## src/hw/rtl/grrq_pkg.sv

```systemverilog
`timescale 1ns / 1ps
// Package for the grouped round-robin run queues block.
// Sizes, payload structs, codes and controller/datapath interface types; no dependencies.
package grrq_pkg;

    localparam int MAX_THREADS = 64;
    localparam int MAX_GROUPS  = 16;

    localparam int TID_W  = 15;
    localparam int KEY_W  = 16;
    localparam int SLOT_W = $clog2(MAX_THREADS);
    localparam int GRP_W  = (MAX_GROUPS > 1) ? $clog2(MAX_GROUPS) : 1;
    localparam int CNT_W  = $clog2(MAX_THREADS + 1);
    localparam int SCAN_N = (MAX_THREADS > MAX_GROUPS) ? MAX_THREADS : MAX_GROUPS;
    localparam int SCAN_W = $clog2(SCAN_N + 1);

    typedef enum logic [1:0] {
        OP_CREATE = 2'd0,
        OP_DELETE = 2'd1,
        OP_SWITCH = 2'd2
    } opcode_e;

    typedef enum logic [1:0] {
        ST_OK      = 2'd0,
        ST_FULL    = 2'd1,
        ST_NOGRP   = 2'd2,
        ST_IGNORED = 2'd3
    } status_e;

    typedef struct packed {
        logic [1:0]       opcode;
        logic [TID_W-1:0] thread_id;
        logic             is_group_leader;
        logic [KEY_W-1:0] group_key;
    } req_t;

    typedef struct packed {
        logic [1:0]       status;
        logic             wake_valid;
        logic [TID_W-1:0] wake_thread;
        logic             caller_sleeps;
        logic             group_removed;
    } rsp_t;

    typedef enum logic [3:0] {
        S_IDLE,
        S_DECODE,
        S_CSCAN,
        S_CDEC,
        S_CAPP,
        S_FSCAN,
        S_FDEC,
        S_GWAIT,
        S_GDEC,
        S_NWAIT,
        S_TWAIT,
        S_DONE
    } state_e;

    typedef struct packed {
        logic load;
        logic cscan;
        logic cdec;
        logic capp;
        logic fscan;
        logic fdec;
        logic gload;
        logic gdec;
        logic nload;
        logic tload;
        logic emit;
    } cmd_t;

    typedef struct packed {
        logic is_create;
        logic is_find;
        logic cscan_last;
        logic find_done;
        logic found;
        logic append;
        logic need_next;
        logic out_free;
    } stat_t;

endpackage

```

## src/hw/rtl/grrq_ram.sv

```systemverilog
`timescale 1ns / 1ps
// Generic single-write, single-read RAM with registered read data.
// No dependencies.
module grrq_ram #(
    parameter int WIDTH = 8,
    parameter int DEPTH = 64
) (
    input  logic                     clk,
    input  logic                     we,
    input  logic [$clog2(DEPTH)-1:0] waddr,
    input  logic [WIDTH-1:0]         wdata,
    input  logic [$clog2(DEPTH)-1:0] raddr,
    output logic [WIDTH-1:0]         rdata
);

    logic [WIDTH-1:0] mem [DEPTH];
    logic [WIDTH-1:0] rdata_reg;

    always_ff @(posedge clk)
    begin
        if (we)
        begin
            mem[waddr] <= wdata;
        end
        rdata_reg <= mem[raddr];
    end

    assign rdata = rdata_reg;

endmodule

```

## src/hw/rtl/grrq_ctrl.sv

```systemverilog
`timescale 1ns / 1ps
// Controller FSM for the run queues: sequences scans and table updates.
// Depends on grrq_pkg.
module grrq_ctrl
    import grrq_pkg::*;
(
    input  logic  clk,
    input  logic  rst_n,
    input  logic  req_valid,
    output logic  req_ready,
    input  stat_t stat,
    output cmd_t  cmd
);

    state_e state_reg, state_next;

    always_ff @(posedge clk or negedge rst_n)
    begin
        if (!rst_n)
        begin
            state_reg <= S_IDLE;
        end
        else
        begin
            state_reg <= state_next;
        end
    end

    always_comb
    begin
        state_next = state_reg;
        cmd        = '0;
        req_ready  = 1'b0;
        unique case (state_reg)
            S_IDLE:
            begin
                req_ready = 1'b1;
                if (req_valid)
                begin
                    cmd.load   = 1'b1;
                    state_next = S_DECODE;
                end
            end
            S_DECODE:
            begin
                priority if (stat.is_create) state_next = S_CSCAN;
                else if (stat.is_find)       state_next = S_FSCAN;
                else                         state_next = S_DONE;
            end
            S_CSCAN:
            begin
                cmd.cscan = 1'b1;
                if (stat.cscan_last)
                begin
                    state_next = S_CDEC;
                end
            end
            S_CDEC:
            begin
                cmd.cdec   = 1'b1;
                state_next = stat.append ? S_CAPP : S_DONE;
            end
            S_CAPP:
            begin
                cmd.capp   = 1'b1;
                state_next = S_DONE;
            end
            S_FSCAN:
            begin
                if (stat.find_done)
                begin
                    state_next = S_FDEC;
                end
                else
                begin
                    cmd.fscan = 1'b1;
                end
            end
            S_FDEC:
            begin
                cmd.fdec   = 1'b1;
                state_next = stat.found ? S_GWAIT : S_DONE;
            end
            S_GWAIT:
            begin
                cmd.gload  = 1'b1;
                state_next = S_GDEC;
            end
            S_GDEC:
            begin
                cmd.gdec   = 1'b1;
                state_next = stat.need_next ? S_NWAIT : S_DONE;
            end
            S_NWAIT:
            begin
                cmd.nload  = 1'b1;
                state_next = S_TWAIT;
            end
            S_TWAIT:
            begin
                cmd.tload  = 1'b1;
                state_next = S_DONE;
            end
            S_DONE:
            begin
                if (stat.out_free)
                begin
                    cmd.emit   = 1'b1;
                    state_next = S_IDLE;
                end
            end
            default:
            begin
                state_next = S_IDLE;
            end
        endcase
    end

endmodule

```

## src/hw/rtl/grrq_dp.sv

```systemverilog
`timescale 1ns / 1ps
// Datapath for the run queues: slot RAMs, group tables, scan counter, result registers.
// Depends on grrq_pkg and grrq_ram.
module grrq_dp
    import grrq_pkg::*;
(
    input  logic  clk,
    input  logic  rst_n,
    input  cmd_t  cmd,
    output stat_t stat,
    input  req_t  req,
    output logic  rsp_valid,
    input  logic  rsp_ready,
    output rsp_t  rsp
);

    // control state
    logic [SCAN_W-1:0]      cnt_reg, cnt_next;
    logic                   fs_ok_reg, fs_ok_next;
    logic                   mg_ok_reg, mg_ok_next;
    logic                   fg_ok_reg, fg_ok_next;
    logic                   pv_reg, pv_next;
    logic                   found_reg, found_next;
    logic                   exh_reg, exh_next;
    logic                   out_valid_reg, out_valid_next;
    logic [MAX_THREADS-1:0] used_reg, used_next;
    logic [MAX_GROUPS-1:0]  gused_reg, gused_next;
    logic [CNT_W-1:0]       gcount_reg [MAX_GROUPS];
    logic [CNT_W-1:0]       gcount_next [MAX_GROUPS];

    // payload
    req_t                   req_reg, req_next;
    logic [SLOT_W-1:0]      fs_reg, fs_next;
    logic [GRP_W-1:0]       mg_reg, mg_next;
    logic [GRP_W-1:0]       fg_reg, fg_next;
    logic [SLOT_W-1:0]      pidx_reg, pidx_next;
    logic [SLOT_W-1:0]      s_reg, s_next;
    logic [GRP_W-1:0]       g_reg, g_next;
    logic [SLOT_W-1:0]      h_reg, h_next;
    logic [SLOT_W-1:0]      t_reg, t_next;
    rsp_t                   res_reg, res_next;
    rsp_t                   out_reg, out_next;
    logic [KEY_W-1:0]       gkey_reg [MAX_GROUPS];
    logic [KEY_W-1:0]       gkey_next [MAX_GROUPS];
    logic [SLOT_W-1:0]      ghead_reg [MAX_GROUPS];
    logic [SLOT_W-1:0]      ghead_next [MAX_GROUPS];
    logic [SLOT_W-1:0]      gtail_reg [MAX_GROUPS];
    logic [SLOT_W-1:0]      gtail_next [MAX_GROUPS];

    // RAM ports
    logic                   thr_we, grp_we, nxt_we;
    logic [SLOT_W-1:0]      thr_waddr, grp_waddr, nxt_waddr;
    logic [SLOT_W-1:0]      thr_raddr;
    logic [TID_W-1:0]       thr_wdata, thr_rdata;
    logic [GRP_W-1:0]       grp_wdata, grp_rdata;
    logic [SLOT_W-1:0]      nxt_wdata, nxt_rdata;

    // group table read port (one index per cycle)
    logic [GRP_W-1:0]       gi;
    logic [KEY_W-1:0]       gi_key;
    logic [SLOT_W-1:0]      gi_head, gi_tail;
    logic [CNT_W-1:0]       gi_count;
    logic                   gi_used;

    logic                   in_slot, in_grp, is_switch, new_slot;

    grrq_ram #(.WIDTH(TID_W), .DEPTH(MAX_THREADS)) u_thr_ram (
        .clk   (clk),
        .we    (thr_we),
        .waddr (thr_waddr),
        .wdata (thr_wdata),
        .raddr (thr_raddr),
        .rdata (thr_rdata)
    );

    grrq_ram #(.WIDTH(GRP_W), .DEPTH(MAX_THREADS)) u_grp_ram (
        .clk   (clk),
        .we    (grp_we),
        .waddr (grp_waddr),
        .wdata (grp_wdata),
        .raddr (s_reg),
        .rdata (grp_rdata)
    );

    grrq_ram #(.WIDTH(SLOT_W), .DEPTH(MAX_THREADS)) u_nxt_ram (
        .clk   (clk),
        .we    (nxt_we),
        .waddr (nxt_waddr),
        .wdata (nxt_wdata),
        .raddr (gi_head),
        .rdata (nxt_rdata)
    );

    always_comb
    begin
        priority if (cmd.cscan) gi = cnt_reg[GRP_W-1:0];
        else if (cmd.cdec)      gi = mg_reg;
        else                    gi = g_reg;
    end

    assign gi_key    = gkey_reg[gi];
    assign gi_head   = ghead_reg[gi];
    assign gi_tail   = gtail_reg[gi];
    assign gi_count  = gcount_reg[gi];
    assign gi_used   = gused_reg[gi];
    assign in_slot   = cnt_reg < SCAN_W'(MAX_THREADS);
    assign in_grp    = cnt_reg < SCAN_W'(MAX_GROUPS);
    assign is_switch = req_reg.opcode == OP_SWITCH;
    assign new_slot  = cmd.cdec && fs_ok_reg && (mg_ok_reg || fg_ok_reg);

    // thread RAM: scan address, otherwise the new head from the next RAM
    assign thr_raddr = cmd.fscan ? cnt_reg[SLOT_W-1:0] : nxt_rdata;
    assign thr_we    = new_slot;
    assign thr_waddr = fs_reg;
    assign thr_wdata = req_reg.thread_id;
    assign grp_we    = new_slot;
    assign grp_waddr = fs_reg;
    assign grp_wdata = mg_ok_reg ? mg_reg : fg_reg;

    always_comb
    begin
        nxt_we    = 1'b0;
        nxt_waddr = fs_reg;
        nxt_wdata = '0;
        priority if (new_slot)
        begin
            nxt_we = 1'b1;
        end
        else if (cmd.capp)
        begin
            nxt_we    = 1'b1;
            nxt_waddr = t_reg;
            nxt_wdata = fs_reg;
        end
        else if (cmd.nload && is_switch)
        begin
            nxt_we    = 1'b1;
            nxt_waddr = gi_tail;
            nxt_wdata = h_reg;
        end
        else
        begin
            nxt_we = 1'b0;
        end
    end

    always_comb
    begin
        cnt_next       = cnt_reg;
        fs_ok_next     = fs_ok_reg;
        mg_ok_next     = mg_ok_reg;
        fg_ok_next     = fg_ok_reg;
        pv_next        = 1'b0;
        found_next     = found_reg;
        exh_next       = exh_reg;
        out_valid_next = out_valid_reg;
        used_next      = used_reg;
        gused_next     = gused_reg;
        gcount_next    = gcount_reg;
        req_next       = req_reg;
        fs_next        = fs_reg;
        mg_next        = mg_reg;
        fg_next        = fg_reg;
        pidx_next      = pidx_reg;
        s_next         = s_reg;
        g_next         = g_reg;
        h_next         = h_reg;
        t_next         = t_reg;
        res_next       = res_reg;
        out_next       = out_reg;
        gkey_next      = gkey_reg;
        ghead_next     = ghead_reg;
        gtail_next     = gtail_reg;

        if (cmd.load)
        begin
            req_next   = req;
            cnt_next   = '0;
            fs_ok_next = 1'b0;
            mg_ok_next = 1'b0;
            fg_ok_next = 1'b0;
            found_next = 1'b0;
            exh_next   = 1'b0;
            res_next   = '0;
            if (!(req.opcode == OP_CREATE || req.opcode == OP_DELETE
                  || (req.opcode == OP_SWITCH && !req.is_group_leader)))
            begin
                res_next.status = ST_IGNORED;
            end
        end

        // create scan: free slot, matching group and free group in one pass
        if (cmd.cscan)
        begin
            if (in_slot && !fs_ok_reg && !used_reg[cnt_reg[SLOT_W-1:0]])
            begin
                fs_ok_next = 1'b1;
                fs_next    = cnt_reg[SLOT_W-1:0];
            end
            if (in_grp && !mg_ok_reg && gi_used && gi_key == req_reg.group_key)
            begin
                mg_ok_next = 1'b1;
                mg_next    = gi;
            end
            if (in_grp && !fg_ok_reg && !gi_used)
            begin
                fg_ok_next = 1'b1;
                fg_next    = gi;
            end
            cnt_next = cnt_reg + 1'b1;
        end

        if (cmd.cdec)
        begin
            if (!fs_ok_reg || (!mg_ok_reg && !fg_ok_reg))
            begin
                res_next.status = ST_FULL;
            end
            else if (mg_ok_reg)
            begin
                used_next[fs_reg]    = 1'b1;
                t_next               = gi_tail;
                gtail_next[mg_reg]   = fs_reg;
                gcount_next[mg_reg]  = gi_count + 1'b1;
                res_next.caller_sleeps = 1'b1;
            end
            else
            begin
                used_next[fs_reg]   = 1'b1;
                gkey_next[fg_reg]   = req_reg.group_key;
                ghead_next[fg_reg]  = fs_reg;
                gtail_next[fg_reg]  = fs_reg;
                gcount_next[fg_reg] = CNT_W'(1);
                gused_next[fg_reg]  = 1'b1;
            end
        end

        // thread search: read issued one cycle, compared the next
        if (cmd.fscan)
        begin
            pv_next   = in_slot;
            pidx_next = cnt_reg[SLOT_W-1:0];
            if (in_slot)
            begin
                cnt_next = cnt_reg + 1'b1;
            end
        end
        if (pv_reg && !found_reg && used_reg[pidx_reg]
            && thr_rdata == req_reg.thread_id)
        begin
            found_next = 1'b1;
            s_next     = pidx_reg;
        end
        if (pv_reg && pidx_reg == SLOT_W'(MAX_THREADS - 1))
        begin
            exh_next = 1'b1;
        end

        if (cmd.fdec && !found_reg)
        begin
            res_next.status = ST_NOGRP;
        end

        if (cmd.gload)
        begin
            g_next = grp_rdata;
        end

        if (cmd.gdec)
        begin
            h_next = gi_head;
            if (!is_switch)
            begin
                used_next[gi_head] = 1'b0;
                if (gi_count <= CNT_W'(1))
                begin
                    gcount_next[g_reg]     = '0;
                    gused_next[g_reg]      = 1'b0;
                    res_next.group_removed = 1'b1;
                end
            end
        end

        if (cmd.nload)
        begin
            ghead_next[g_reg]   = nxt_rdata;
            res_next.wake_valid = 1'b1;
            if (is_switch)
            begin
                gtail_next[g_reg]      = h_reg;
                res_next.caller_sleeps = 1'b1;
            end
            else
            begin
                gcount_next[g_reg] = gi_count - 1'b1;
            end
        end

        if (cmd.tload)
        begin
            res_next.wake_thread = thr_rdata;
        end

        if (cmd.emit)
        begin
            out_next       = res_reg;
            out_valid_next = 1'b1;
        end
        else if (rsp_ready)
        begin
            out_valid_next = 1'b0;
        end
    end

    always_ff @(posedge clk or negedge rst_n)
    begin
        if (!rst_n)
        begin
            cnt_reg       <= '0;
            fs_ok_reg     <= 1'b0;
            mg_ok_reg     <= 1'b0;
            fg_ok_reg     <= 1'b0;
            pv_reg        <= 1'b0;
            found_reg     <= 1'b0;
            exh_reg       <= 1'b0;
            out_valid_reg <= 1'b0;
            used_reg      <= '0;
            gused_reg     <= '0;
            for (int i = 0; i < MAX_GROUPS; i++)
            begin
                gcount_reg[i] <= '0;
            end
        end
        else
        begin
            cnt_reg       <= cnt_next;
            fs_ok_reg     <= fs_ok_next;
            mg_ok_reg     <= mg_ok_next;
            fg_ok_reg     <= fg_ok_next;
            pv_reg        <= pv_next;
            found_reg     <= found_next;
            exh_reg       <= exh_next;
            out_valid_reg <= out_valid_next;
            used_reg      <= used_next;
            gused_reg     <= gused_next;
            gcount_reg    <= gcount_next;
        end
    end

    always_ff @(posedge clk)
    begin
        req_reg   <= req_next;
        fs_reg    <= fs_next;
        mg_reg    <= mg_next;
        fg_reg    <= fg_next;
        pidx_reg  <= pidx_next;
        s_reg     <= s_next;
        g_reg     <= g_next;
        h_reg     <= h_next;
        t_reg     <= t_next;
        res_reg   <= res_next;
        out_reg   <= out_next;
        gkey_reg  <= gkey_next;
        ghead_reg <= ghead_next;
        gtail_reg <= gtail_next;
    end

    assign stat.is_create  = req_reg.opcode == OP_CREATE;
    assign stat.is_find    = req_reg.opcode == OP_DELETE
                             || (is_switch && !req_reg.is_group_leader);
    assign stat.cscan_last = cnt_reg == SCAN_W'(SCAN_N - 1);
    assign stat.find_done  = found_reg || exh_reg;
    assign stat.found      = found_reg;
    assign stat.append     = fs_ok_reg && mg_ok_reg;
    assign stat.need_next  = gi_count >= CNT_W'(2);
    assign stat.out_free   = !out_valid_reg || rsp_ready;

    assign rsp_valid = out_valid_reg;
    assign rsp       = out_reg;

endmodule

```

## src/hw/rtl/grouped_round_robin_run_queues.sv

```systemverilog
`timescale 1ns / 1ps
// Create: one pass over max(MAX_THREADS, MAX_GROUPS) entries, then the table update and, on a join, the append.
// Delete/switch: search of the thread RAM, one slot per cycle, then reads of the group, next slot and woken thread.
// One request at a time; the next is taken while the last result waits in the output register.
// Reset (async, active low) empties all groups and slots at once; no clearing pass.
// Depends on grrq_pkg, grrq_ctrl, grrq_dp, grrq_ram.
module grouped_round_robin_run_queues
    import grrq_pkg::*;
(
    input  logic clk,
    input  logic rst_n,
    input  logic req_valid,
    output logic req_ready,
    input  req_t req,
    output logic rsp_valid,
    input  logic rsp_ready,
    output rsp_t rsp
);

    cmd_t  cmd;
    stat_t stat;

    grrq_ctrl u_ctrl (
        .clk       (clk),
        .rst_n     (rst_n),
        .req_valid (req_valid),
        .req_ready (req_ready),
        .stat      (stat),
        .cmd       (cmd)
    );

    grrq_dp u_dp (
        .clk       (clk),
        .rst_n     (rst_n),
        .cmd       (cmd),
        .stat      (stat),
        .req       (req),
        .rsp_valid (rsp_valid),
        .rsp_ready (rsp_ready),
        .rsp       (rsp)
    );

endmodule

```

## config.mk

```make
export PLATFORM = sky130hd
export DESIGN_NAME = grouped_round_robin_run_queues
export DESIGN_NICKNAME = d
export VERILOG_FILES = /design/src/hw/rtl/grrq_pkg.sv /design/src/hw/rtl/grrq_ram.sv /design/src/hw/rtl/grrq_ctrl.sv /design/src/hw/rtl/grrq_dp.sv /design/src/hw/rtl/grouped_round_robin_run_queues.sv
export SDC_FILE = /design/constraint.sdc
export NUM_CORES = 2
export LEC_CHECK = 0
export ABC_AREA = 0
export BUFFER_PORTS_ARGS = -buffer_cell sky130_fd_sc_hd__clkbuf_2
export CAP_MARGIN = 15
export CORE_MARGIN = 2
export CORE_UTILIZATION = 33
export CTS_CLUSTER_SIZE = 8
export DETAILED_ROUTE_END_ITERATION = 10
export HOLD_SLACK_MARGIN = 0.08
export PLACE_DENSITY_LB_ADDON = 0.08
export SYNTH_ARGS = -nofsm -noshare
export SYNTH_HDL_FRONTEND = slang
export SYNTH_HIERARCHICAL = 1
export SYNTH_SLANG_ARGS = --single-unit
```

## constraint.sdc

```tcl
create_clock -name clk -period 5.23 [get_ports clk]
set_input_delay 1.046 -clock clk [delete_from_list [all_inputs] [get_ports clk]]
set_output_delay 1.046 -clock clk [all_outputs]
set_load 0.02 [all_outputs]
```

# Word level (Yosys, flattened, before mapping)
# Memories as Yosys holds them, arrays and structs flattened. A register that Yosys moved wholly into a read port is not among the register bits.
# Cells that the tools add are included.
# word_totals
rom_bits	0
latch_bits	0
ff_bits	774
n_memories	3
output_inout_bits	22
wordCells	370
inputBits	38
mem_bits_rw	1600
# classes
n_addsub	3
n_eq_ne	23
bitwise	17
div	0
order_cmp	22
n_mux	149
n_reduce_logical	56
n_shift	0
multipliers	0
# memory_table
memory	depth	width	read_ports	rd_ports_with_merged_regs	wr	line	text
u_dp.u_thr_ram.mem	64	15	1	1	1	grrq_ram.sv:16	logic [WIDTH-1:0] mem [DEPTH];
u_dp.u_nxt_ram.mem	64	6	1	1	1	grrq_ram.sv:16	
u_dp.u_grp_ram.mem	64	4	1	1	1	grrq_ram.sv:16	
# ops
operator	count
$mux W112	8
$mux W96	9
$bwmux W96	5
$bwmux W256	1
$mux W64	4
$bwmux W112	2
$mux W16	9
$and A112 B112 Y112	1
$not A112 Y112	1
$and A96 B96 Y96	1
$not A96 Y96	1
$demux W7 S4	3
$mux W6	14
$demux W6 S4	3
$and A64 B64 Y64	1
$bmux W16 S4	1
$demux W16 S4	1
$not A64 Y64	1
$or A64 B64 Y64	1
$mux W7	9
$mux W1	52
$bmux W6 S4	2
$mux W4	11
$pmux W4 S11	1
46 further kinds	128

# Logic depth before layout (Yosys ltp)
# logic_depth
ltp_word	20
ltp_mapped	23
ltp_nobuf	16

# Hierarchy
# Netlist, hierarchy kept.
# modules_own_cells
module	seq_area_each_um2	cells_each	instances	area_per_inst_um2
grrq_dp	20119.3	3405	1	37248.2
grrq_ram at u_dp.u_thr_ram	29127.9	1638	1	37189.4
grrq_ram at u_dp.u_nxt_ram	11651.2	720	1	15225.9
grrq_ram at u_dp.u_grp_ram	7767.4	521	1	10407.5
grrq_ctrl	100.1	59	1	459.2

# Least setup slack after synthesis
# Ideal clock, no wire load.
# synth_timing
path_kind	reg-to-reg
from	register u_ctrl.state_reg[3]
to	memory u_dp/u_nxt_ram/mem[39][0] (netlist bit), enable pin
period_less_slack_ns	5.108
t_arrival_ns	4.758
t_required_ns	4.880
n_path_buf	10
setup_time_ns	0.350
path_slack_ns	0.122
stages_incl_launch_ff	23
path_cell_list	dfrtp_1 > dlygate4sd1_1 > nor3_1 > buf_2 > mux2_2 > o21ai_2 > inv_2 > buf_2 > buf_4 > buf_4 > buf_4 > buf_2 > buf_2 > mux4_2 > nand2_1 > and3_1 > a21oi_1 > a22oi_1 > o21ai_0 > clkbuf_1 > or3b_2 > clkbuf_1 > nor2_1
# synth_rtl
element	line	text
from (decl)	grrq_ctrl.sv:15	state_e state_reg, state_next;
from (signal assigned)	grrq_ctrl.sv:25	state_reg <= state_next;
to (decl)	grrq_ram.sv:16	

==> flow_summary.ini <==
[timing]
max_slew_margin_pct = 19.8
setup_ws_ns = 0.236
period_share_pct = 95.5
grt_setup_unrepaired = true
fin_setup_tns_ns = 0
hold_violations = 0
fin_worst_skew_ns = 0.0541
drv_slew = 0
final-setup-viol-count = 0
fmax_mhz = 200
tightest_slew_ns = 1.20
fin_crit_ns = 4.99

[routing]
viasPerCell = 5.48
ant_nets = 0
first_pass_iters = 6
vias = 59566
wirelength_um = 321000
route.detailed.drc = 0
wire_per_inst_um = 29.5
first_iter_violations = 5438

[critical_path]
worst_ep_arrival_time_ns = 5.50
worst-path-buf-inv = 7
required_ns = 5.74
path_delay_family = buffers and inverters
crit_top_cell = buf_4
crit_path_cell_trace = buf_4, or2b_1, nor3_2, buf_4, inv_2, a21o_2, inv_2, buf_4, nand2_1, and3_1, a21oi_1, a22oi_1, o21ai_0, buf_4, nor2b_1, nand3_1, buf_4, nor2_1
worst_setup_path_start_kind = flop
cpMaxStageDelayCell = nor2_1
setup.worst_path.end_class = flop
crit_type = reg -> reg
cp_max_fo = 16
max_stage_delay_ns = 0.51

[layout]
fin_area_um2 = 117000
final_util_pct = 38.7
fin_cells = 10878
mostFrequentLayoutCells = 1,967 x edfxtp_1, 491 x nand2_1, 472 x mux4_2
syn2layout_area_growth_pct = 16.5
final_common_cell = edfxtp_1
drive_gt1_share_pct = 21.7
largest_register_ffs = 960
reg_top3 = u_dp/u_thr_ram/mem x960, u_dp/u_nxt_ram/mem x384
layout.nets = 6775
regMostFlops = u_dp/u_thr_ram/mem

[pwr]
vdd_drop_max_v = 0.000540
p_per_area_nw_per_um2 = 564
leakage_uw = 0.0394

[placement]
place.gp.congestion = 0.895
place_inst = 10367
port_buffers = 59
dp_slack_ns = 0.193
hpwl_um = 202000
placed_cell_area_um2 = 108000

[synth]
synthesis.nets = 6386
synth_edf_count = 1967
yosysWarningCount = 6
synthFlopType = edfxtp_1
async_flop_share_pct = 8.75
yosysSeqAreaShare_pct = 68.4
synthCells = 6343
syn_area_per_cell_um2 = 15.8
ys_types = 101
syn_area_um2 = 101000
synth_seq_cells = 2399

[clock_tree]
clkLatencyLatePin_ns = 0.92
cts_buffers = 340
cts_num_sinks = 2399
clockBufferDepth = 4
cts_setup_buffers = 0
ctsHtreeMaxLevel = 5
cts_tree = done
clkTransAtPathRegs_ns = 0.05
root_buffer = clkbuf_16

[global_routing]
first_global_vias = 60410
gr-total-overflow = 0
antenna_found_initial = 6
grt_max_degree = 97
grt_usage_pct = 20.4
grt_pass1_wl_um = 459000

[floorplanning]
fp.dieArea_um2 = 309000
std_cell_rows = 202
initial_utilization_pct = 33.2
ioPinCount = 60
coreArea_um2 = 303000
fp.dieH_um = 556
die_w_um = 556

[status]
outcome = finished, final reports clean

[run]
cap_violations = 0

[hold_path]
hp-class = in -> async
[kinds of logic after synthesis]
logic type,count (synthesis),synth area share [%]
AOI/OAI and AO/OA,1078,6.81
xor gates and xnor gates,52,0.461
adders and majority gates,5,0.0622
buffers and inverters,455,2.14
DFF,2399,68.4
muxes,939,15.7
and+or+nand+nor,1415,6.39
[worst register-to-register path: stages (launching register included)]
cell and delay, ns:
dfrtp_1 0.35, buf_4 0.17, or2b_1 0.29, nor3_2 0.19, buf_4 0.25, inv_2 0.06
a21o_2 0.22, inv_2 0.30, buf_4 0.44, nand2_1 0.11, and3_1 0.18, a21oi_1 0.48
a22oi_1 0.13, o21ai_0 0.20, buf_4 0.20, nor2b_1 0.20, nand3_1 0.10, buf_4 0.22
nor2_1 0.52
[worst paths after layout]
kind,from,endpoint,slack (ns),depth (start not counted)
worst max register to register,u_ctrl/state_reg[1]$_DFFE_PN0P_,u_dp/u_nxt_ram/mem[11][0]$_DFFE_PP_,0.24,18
max in group asynchronous,rst_n,u_dp/used_reg[34]$_DFF_PN0_,3.94,2
worst min register to register,u_dp/u_grp_ram/rdata[0]$_DFF_P_,u_dp/g_reg[0]$_DFFE_PP_,0.41,0
worst max-delay path,u_ctrl/state_reg[1]$_DFFE_PN0P_,u_dp/u_nxt_ram/mem[11][0]$_DFFE_PP_,0.24,18
worst min-delay path,rst_n,u_dp/gcount_reg[76]$_DFF_PN0_,0.21,1
min in group clk,req[19],u_dp/thr_wdata[2]$_DFFE_PP_,0.32,1
[per-layer routing]
metal	vias to the layer above	part of all wire, %	global-route usage [%]
li1	25884	-	-
met1	31416	44	28.4
met2	1774	48	33.3
met3	492	4.6	2.51
met4	0	3.2	6.77
met5	-	0	0
[cells in the mapped netlist, types with 35 or more instances]
cell	instances	share of area, %
edfxtp_1	1967	59
nand2_1	491	1.8
mux4_2	472	11
nor2_1	426	1.6
mux2i_1	356	3.5
a21oi_1	288	1.4
clkbuf_1	235	0.88
dfxtp_1	222	4.4
dfrtp_1	210	5.2
o21ai_0	203	1.0
o22ai_1	168	1.0
nand3_1	136	0.68
buf_2	92	0.46
a22oi_1	90	0.67
mux2_2	83	0.93
nor3_1	73	0.36
nor2b_1	61	0.38
nand2b_1	51	0.32
buf_1	37	0.14
o221ai_1	35	0.30
[per-stage QoR]
step / power, uW / hold slack [ns]
final: 66100 / 0.208
after global routing: 69000 / 0.249
after CTS: 66900 / 0.210
after detailed placement: 46300 / 0.393
after global placement: 46300 / 0.397
after floorplan: 37500 / 0.386
[repair_timing]
item,CTS,global route
hold buffers,0,0
endpoints found under the hold margin,0,0
setup endpoints to repair,0,22
resized for setup,0,3
[layout make-up]
cell class,count,area (um2)
fill,28010,186000
sequential,2399,68800
multi-input combinational,3489,30000
clock buffer,479,9190
tap,3978,4980
timing repair buffer,461,3670
clock inverter,21,388
inverter,41,166
antenna,10,25.0
[power breakdown]
part	total [uW]	internal (uW)	switching, uW
Combinational	22000	8460	13600
Sequential	23800	22600	1240
Clock	20200	12100	8180
Total	66100	43100	23000
(Power assumes the default switching activity.)
